**config.mk**
```make
export PLATFORM = sky130hd
export DESIGN_NAME = sorted_priority_queue
export DESIGN_NICKNAME = d
export VERILOG_FILES = /design/src/rtl/spq_pkg.sv /design/src/rtl/spq_ctrl.sv /design/src/rtl/spq_dp.sv /design/src/rtl/sorted_priority_queue.sv
export SDC_FILE = /design/constraint.sdc
export NUM_CORES = 1
export LEC_CHECK = 0
export ABC_AREA = 1
export BUFFER_PORTS_ARGS = -buffer_cell sky130_fd_sc_hd__buf_2
export CAP_MARGIN = 0
export CORE_MARGIN = 2
export CORE_UTILIZATION = 40
export CTS_BUF_LIST = sky130_fd_sc_hd__clkbuf_8 sky130_fd_sc_hd__clkbuf_16
export DETAILED_ROUTE_END_ITERATION = 10
export SETUP_SLACK_MARGIN = 0.2
export SLEW_MARGIN = 20
export SYNTH_ARGS = -nofsm -noshare
export SYNTH_HDL_FRONTEND = slang
export SYNTH_SLANG_ARGS = --single-unit
```
**constraint.sdc**
```tcl
create_clock -name i_clk -period 5.2 [get_ports i_clk]
set_input_delay 0.78 -clock i_clk [delete_from_list [all_inputs] [get_ports i_clk]]
set_output_delay 0.78 -clock i_clk [all_outputs]
set_load 0.03 [all_outputs]
```
**src/rtl/spq_pkg.sv**
```systemverilog
// shared constants, codes and controller/datapath link types for the sorted priority queue
// no dependencies

package spq_pkg;

    localparam int DEPTH         = 16;
    localparam int PRIO_BITS     = 8;
    localparam int ITEM_BITS     = 32;
    localparam int CAP_BITS      = 5;
    localparam int COUNT_BITS    = 5;
    localparam int OCC_BITS      = $clog2(DEPTH + 1);
    localparam int CMP_BITS      = (OCC_BITS > CAP_BITS) ? OCC_BITS : CAP_BITS;
    localparam int STATUS_BITS   = 2;
    localparam logic [CAP_BITS-1:0] CAP_RESET = CAP_BITS'(16);

    localparam logic OP_ENQUEUE = 1'b0;
    localparam logic OP_DEQUEUE = 1'b1;

    localparam logic [STATUS_BITS-1:0] ST_OK    = 2'd0;
    localparam logic [STATUS_BITS-1:0] ST_FULL  = 2'd1;
    localparam logic [STATUS_BITS-1:0] ST_EMPTY = 2'd2;

    typedef enum logic {
        S_IDLE,
        S_EXEC
    } t_state;

    // controller to datapath
    typedef struct packed {
        logic load;   // capture the incoming request
        logic exec;   // apply the captured request and fill the result register
    } t_cmd;

    // datapath to controller
    typedef struct packed {
        logic out_valid;
    } t_stat;

endpackage

```
**src/rtl/spq_ctrl.sv**
```systemverilog
// controller for the sorted priority queue: request intake and execute sequencing
// depends on spq_pkg

module spq_ctrl import spq_pkg::*; (
    input  logic  i_clk,
    input  logic  i_rst_n,
    input  logic  i_in_valid,
    output logic  o_in_stall,
    input  logic  i_out_stall,
    input  t_stat i_stat,
    output t_cmd  o_cmd
);

    t_state r_state;
    t_state n_state;

    always_ff @(posedge i_clk) begin
        if (!i_rst_n) begin
            r_state <= S_IDLE;
        end else begin
            r_state <= n_state;
        end
    end

    always_comb begin
        n_state    = r_state;
        o_cmd      = '0;
        o_in_stall = 1'b1;
        case (r_state)
            S_IDLE: begin
                o_in_stall = 1'b0;
                if (i_in_valid) begin
                    o_cmd.load = 1'b1;
                    n_state    = S_EXEC;
                end
            end
            S_EXEC: begin
                // wait while an earlier result still sits unclaimed
                if (!i_stat.out_valid || !i_out_stall) begin
                    o_cmd.exec = 1'b1;
                    n_state    = S_IDLE;
                end
            end
            default: begin
                n_state = S_IDLE;
            end
        endcase
    end

endmodule

```
**src/rtl/spq_dp.sv**
```systemverilog
// datapath for the sorted priority queue: shift-register sorted array, occupancy,
// capacity register and result register; depends on spq_pkg

module spq_dp import spq_pkg::*; (
    input  logic                        i_clk,
    input  logic                        i_rst_n,
    input  t_cmd                        i_cmd,
    output t_stat                       o_stat,
    input  logic                        i_op,
    input  logic signed [ITEM_BITS-1:0] i_item_value,
    input  logic [PRIO_BITS-1:0]        i_priority_req,
    input  logic                        i_cfg_we,
    input  logic [CAP_BITS-1:0]         i_cfg_data,
    input  logic                        i_out_stall,
    output logic                        o_out_valid,
    output logic [STATUS_BITS-1:0]      o_status,
    output logic signed [ITEM_BITS-1:0] o_removed_item,
    output logic [COUNT_BITS-1:0]       o_entry_count
);

    logic [ITEM_BITS-1:0]   r_items [DEPTH];
    logic [PRIO_BITS-1:0]   r_prios [DEPTH];
    logic [ITEM_BITS-1:0]   n_items [DEPTH];
    logic [PRIO_BITS-1:0]   n_prios [DEPTH];
    logic [OCC_BITS-1:0]    r_occ;
    logic [OCC_BITS-1:0]    n_occ;
    logic [CAP_BITS-1:0]    r_capacity;

    logic                   r_op;
    logic [ITEM_BITS-1:0]   r_item;
    logic [PRIO_BITS-1:0]   r_prio;

    logic                   r_out_valid;
    logic [STATUS_BITS-1:0] r_status;
    logic [ITEM_BITS-1:0]   r_removed;
    logic [COUNT_BITS-1:0]  r_count;

    logic [STATUS_BITS-1:0] n_status;
    logic [ITEM_BITS-1:0]   n_removed;
    logic [DEPTH-1:0]       lt;
    logic                   full;
    logic                   empty;

    // per-slot compare: slot holds a live entry with strictly smaller priority
    always_comb begin
        for (int k = 0; k < DEPTH; k++) begin
            lt[k] = (CMP_BITS'(k) < CMP_BITS'(r_occ)) && (r_prios[k] < r_prio);
        end
    end

    assign full  = (CMP_BITS'(r_occ) >= CMP_BITS'(r_capacity)) ||
                   (CMP_BITS'(r_occ) >= CMP_BITS'(DEPTH));
    assign empty = (r_occ == '0);

    always_comb begin
        n_items   = r_items;
        n_prios   = r_prios;
        n_occ     = r_occ;
        n_status  = ST_OK;
        n_removed = '0;
        if (r_op == OP_ENQUEUE) begin
            if (full) begin
                n_status = ST_FULL;
            end else begin
                // sorted array: lt is a thermometer, the first clear slot takes the new entry
                for (int k = 0; k < DEPTH; k++) begin
                    if (!lt[k]) begin
                        if (k == 0) begin
                            n_items[k] = r_item;
                            n_prios[k] = r_prio;
                        end else if (lt[k-1]) begin
                            n_items[k] = r_item;
                            n_prios[k] = r_prio;
                        end else begin
                            n_items[k] = r_items[k-1];
                            n_prios[k] = r_prios[k-1];
                        end
                    end
                end
                n_occ = r_occ + OCC_BITS'(1);
            end
        end else begin
            if (empty) begin
                n_status = ST_EMPTY;
            end else begin
                n_removed = r_items[0];
                for (int k = 0; k < DEPTH - 1; k++) begin
                    n_items[k] = r_items[k+1];
                    n_prios[k] = r_prios[k+1];
                end
                n_occ = r_occ - OCC_BITS'(1);
            end
        end
    end

    always_ff @(posedge i_clk) begin
        if (!i_rst_n) begin
            r_occ       <= '0;
            r_capacity  <= CAP_RESET;
            r_out_valid <= 1'b0;
        end else begin
            if (i_cfg_we) begin
                r_capacity <= i_cfg_data;
            end
            if (i_cmd.exec) begin
                r_occ       <= n_occ;
                r_out_valid <= 1'b1;
            end else if (!i_out_stall) begin
                r_out_valid <= 1'b0;
            end
        end
    end

    always_ff @(posedge i_clk) begin
        if (i_cmd.load) begin
            r_op   <= i_op;
            r_item <= i_item_value;
            r_prio <= i_priority_req;
        end
        if (i_cmd.exec) begin
            r_items   <= n_items;
            r_prios   <= n_prios;
            r_status  <= n_status;
            r_removed <= n_removed;
            r_count   <= COUNT_BITS'(n_occ);
        end
    end

    assign o_stat.out_valid = r_out_valid;
    assign o_out_valid      = r_out_valid;
    assign o_status         = r_status;
    assign o_removed_item   = r_removed;
    assign o_entry_count    = r_count;

endmodule

```
**src/rtl/sorted_priority_queue.sv**
```systemverilog
// top level of the sorted priority queue: controller plus datapath
// depends on spq_pkg, spq_ctrl, spq_dp
//
//  channel  | handshake               | payload
//  ---------+-------------------------+-------------------------------------------
//  input    | i_in_valid / o_in_stall | i_op, i_item_value, i_priority_req
//  output   | o_out_valid/ i_out_stall| o_status, o_removed_item, o_entry_count
//  config   | i_cfg_we                | i_cfg_data (capacity)
//
// each request is captured in S_IDLE, then applied in S_EXEC by the parallel compare
// and shift of all sixteen slots of the sorted array
// a new request is taken while the previous result waits in the output register
// a stalled output holds the execute step, and with it the next request
// synchronous active-low reset empties the queue and sets capacity to 16

module sorted_priority_queue import spq_pkg::*; (
    input  logic                        i_clk,
    input  logic                        i_rst_n,
    input  logic                        i_in_valid,
    output logic                        o_in_stall,
    input  logic                        i_op,
    input  logic signed [ITEM_BITS-1:0] i_item_value,
    input  logic [PRIO_BITS-1:0]        i_priority_req,
    output logic                        o_out_valid,
    input  logic                        i_out_stall,
    output logic [STATUS_BITS-1:0]      o_status,
    output logic signed [ITEM_BITS-1:0] o_removed_item,
    output logic [COUNT_BITS-1:0]       o_entry_count,
    input  logic                        i_cfg_we,
    input  logic [CAP_BITS-1:0]         i_cfg_data
);

    t_cmd  cmd;
    t_stat stat;

    spq_ctrl u_ctrl (
        .i_clk       (i_clk),
        .i_rst_n     (i_rst_n),
        .i_in_valid  (i_in_valid),
        .o_in_stall  (o_in_stall),
        .i_out_stall (i_out_stall),
        .i_stat      (stat),
        .o_cmd       (cmd)
    );

    spq_dp u_dp (
        .i_clk          (i_clk),
        .i_rst_n        (i_rst_n),
        .i_cmd          (cmd),
        .o_stat         (stat),
        .i_op           (i_op),
        .i_item_value   (i_item_value),
        .i_priority_req (i_priority_req),
        .i_cfg_we       (i_cfg_we),
        .i_cfg_data     (i_cfg_data),
        .i_out_stall    (i_out_stall),
        .o_out_valid    (o_out_valid),
        .o_status       (o_status),
        .o_removed_item (o_removed_item),
        .o_entry_count  (o_entry_count)
    );

endmodule

```
==> results.py <==
metrics = {
    "run_status": {
        "status": "complete, no violations",
    },
    "pwr": {
        "powerDensity_nw_per_um2": 334.2,
        "ir_worst_vdd_uv": 250.9,
        "leakagePower_nw": 21.59,
        "finalPower_w": 0.01541,
    },
    "die": {
        "io_pins": 92,
        "rows": 119,
        "die_h_um": 329.2,
        "dieWidth_um": 329.2,
        "initial_core_util": 0.4023,
        "die_area_sq_um": 108300,
        "coreArea_sq_um": 105100,
    },
    "clocking": {
        "clk_latency_ns": 0.65,
        "cts_buffers": 84,
        "hold_buffers": 0,
        "clk_pin_slew_ns": 0.05,
        "clockRootBuffer": "clkbuf_16",
        "ctsHtreeMaxLevel": 3,
        "postCtsSetupRepairBufs": 0,
        "cts_tree": "done",
        "cts.sinks": 732,
        "max-clock-path-buffers": 3,
        "cts_resized": 0,
    },
    "worst_setup_path": {
        "path_cells": "clkinv_1 > ha_1 > nand2_1 > inv_1 > nand2_1 > nand3_1 > nor2_4 > buf_4 > nand2_1 > buf_4 > nand2_1 > nand3_1 > nand2_1",
        "required_ns": 5.71,
        "path_class": "reg -> reg",
        "max_stage_delay_ns": 0.56,
        "endpoint_kind": "flip-flop",
        "cp_top_family": "buffers and inverters",
        "cpMaxStageDelayCell": "clkinv_1",
        "cp_common_cell": "nand2_1",
        "timing.critical_path.arrival_ns": 4.19,
        "cp_max_fo": 34,
        "worst-path-buf-inv": 4,
        "cp-start-kind": "flip-flop",
    },
    "drt": {
        "vias": 33500,
        "wl_per_cell_um": 16.63,
        "viasPerCell": 5.123,
        "ant_nets": 0,
        "wirelength_mm": 108.7,
        "dr.pass1.iters": 6,
        "drc": 0,
        "drt_iter0_markers": 3203,
    },
    "timing": {
        "skew_ns": 0.02258,
        "rsz0062_at_grt": "false",
        "setup_viol": 0,
        "fin_setup_tns_ns": 0,
        "timing.final.ws_setup_ns": 1.520,
        "clock.fmax_mhz": 271.7,
        "maxSlewViolCount": 0,
        "min_period_ns": 3.680,
        "fin_crit_sh": 0.7077,
        "relSlewSlack": 0.2941,
        "finalHoldViolCount": 0,
        "worst_pin_slew_ns": 1.056,
    },
    "logic_synthesis": {
        "synth_common_cells": "nand2_1, edfxtp_1, nand3_1",
        "yosysSeqAreaShare": 0.5169,
        "postSynth.asyncResetShare": 0,
        "synth_area_leader_cell": "edfxtp_1",
        "syn_area_sq_um": 42290,
        "syn_nets": 5383,
        "synth_top_area_share": 0.5112,
        "yosysUniqueCellTypes": 29,
        "ys_ff_latch": 732,
        "synth.area.top_cells": "edfxtp_1, nand2_1, nand3_1, nand4_1, inv_1",
        "yosysMostFrequentCell": "nand2_1",
        "synth.yosys.warnings": 0,
        "synth_edf_count": 720,
        "syn_area_per_cell_sq_um": 8.105,
        "synth_cells": 5218,
        "synth_ff_type": "edfxtp_1",
    },
    "global_route": {
        "grt_max_degree": 238,
        "grt_pass1_wl_mm": 178.6,
        "grt_overflow_total": 0,
        "track_usage": 0.1986,
        "grt_pass1_vias": 32190,
        "antenna_found_initial": 0,
    },
    "placement": {
        "gp_congestion": 0.8130,
        "preCtsSetupSlack_ns": 1.490,
        "hpwlAfterDp_mm": 73.07,
        "portBuffers": 91,
    },
    "job": {
        "cap_violations": 0,
    },
    "min_path": {
        "hold_class": "in -> reg",
    },
    "finish": {
        "drive_gt1_frac": 0.06197,
        "final_nets": 5250,
        "area_delta_synth_final_pct": 9.039,
        "n_antenna_cell": 0,
    },
}
==> cell usage in the layout (no fill, tap or decap), drive strengths merged <==
master,instances
o22ai,40
nand3b,1
nor4,1
clkinv,37
buf,185
a21oi,51
edfxtp,720
xor2,5
a31oi,4
nand2,1895
inv,693
clkbuf,85
ha,114
clkinvlp,1
nand4,443
nand3,710
o21ai,69
o21a,13
bufinv,2
nor2,67
dfxtp,12
==> sequential cells by signal (all words and copies together) (netlist names) <==
signal and flops:
u_dp.r_items 512, u_dp.r_prios 128, u_dp.o_removed_item 32, u_dp.r_item 32, u_dp.r_prio 8, u_dp.o_entry_count 5, u_dp.r_capacity 5, u_dp.r_occ 5
u_dp.o_status 2, u_ctrl.r_state 1, u_dp.o_out_valid 1, u_dp.r_op 1
==> per-stage QoR <==
| stage | cell area [sq um] | cells | util | hold slack [ns] |
|---|---|---|---|---|
| 2_1_floorplan | 42290 | 5218 | - | 0.4389 |
| 3_3_place_gp | 43600 | 6389 | 0.4148 | 0.4589 |
| 3_5_place_dp | 43600 | 6389 | 0.4148 | 0.4560 |
| 4_1_cts | 46080 | 6538 | 0.4384 | 0.2687 |
| 5_1_grt | 46110 | 6539 | 0.4387 | 0.2734 |
| 6_report | 46110 | 6539 | 0.4387 | 0.3100 |
==> cells by family (layout without fill, tap and decap cells) <==
logic type	Yosys count	after routing	share of synthesized area
compound gates	177	177	0.02320
xor+xnor	5	5	0.001035
fa+ha+maj	114	114	0.03373
buf+inv	1073	1003	0.1004
flops	732	732	0.5169
simple gates	3117	3117	0.3247
==> per-layer routing <==
layer / routed length (um) / share of wire / GRT usage
met5: 0 / 0 / 0
met3: 6290 / 0.058 / 0.02620
met2: 46130 / 0.42 / 0.2968
met1: 54590 / 0.50 / 0.3072
met4: 1723 / 0.016 / 0.03854
==> final timing paths <==
kind         slack (ns)                 end  cells past startpoint               start
max reg2reg        1.52    u_dp.r_items[79]                     13      u_dp.r_prio[6]
max                1.52    u_dp.r_items[79]                     13      u_dp.r_prio[6]
min reg2reg        0.47  u_dp.r_capacity[2]                      2  u_dp.r_capacity[2]
min                0.31     u_dp.r_item[26]                      1    i_item_value[26]
==> area by class of cell <==
type,count,area [sq um]
inverter,669,2526
clock buffer,85,2127
sequential,732,21860
clock inverter,64,349.1
fill,10560,59010
tap,1391,1740
multi-input combinational,3413,16290
timing repair buffer,185,1222
==> worst reg2reg max path: cells and delay by family, from the launching register on <==
kind | cells | cell delay (ns)
buffers and inverters | 4 | 1.40
AND/OR/NAND/NOR | 8 | 1.28
flip-flops | 1 | 0.32
adder cells (fa/ha/maj) | 1 | 0.54
==> power by group <==
group          total, W  internal, W  switching (W)  leakage (nW)
clock network   0.00542      0.00305        0.00238          1.33
logic           0.00268     0.000750        0.00193          13.5
registers       0.00731      0.00710       0.000208          6.78
total            0.0154       0.0109        0.00451          21.6
No activity file was read; power rests on OpenSTA's default activity.
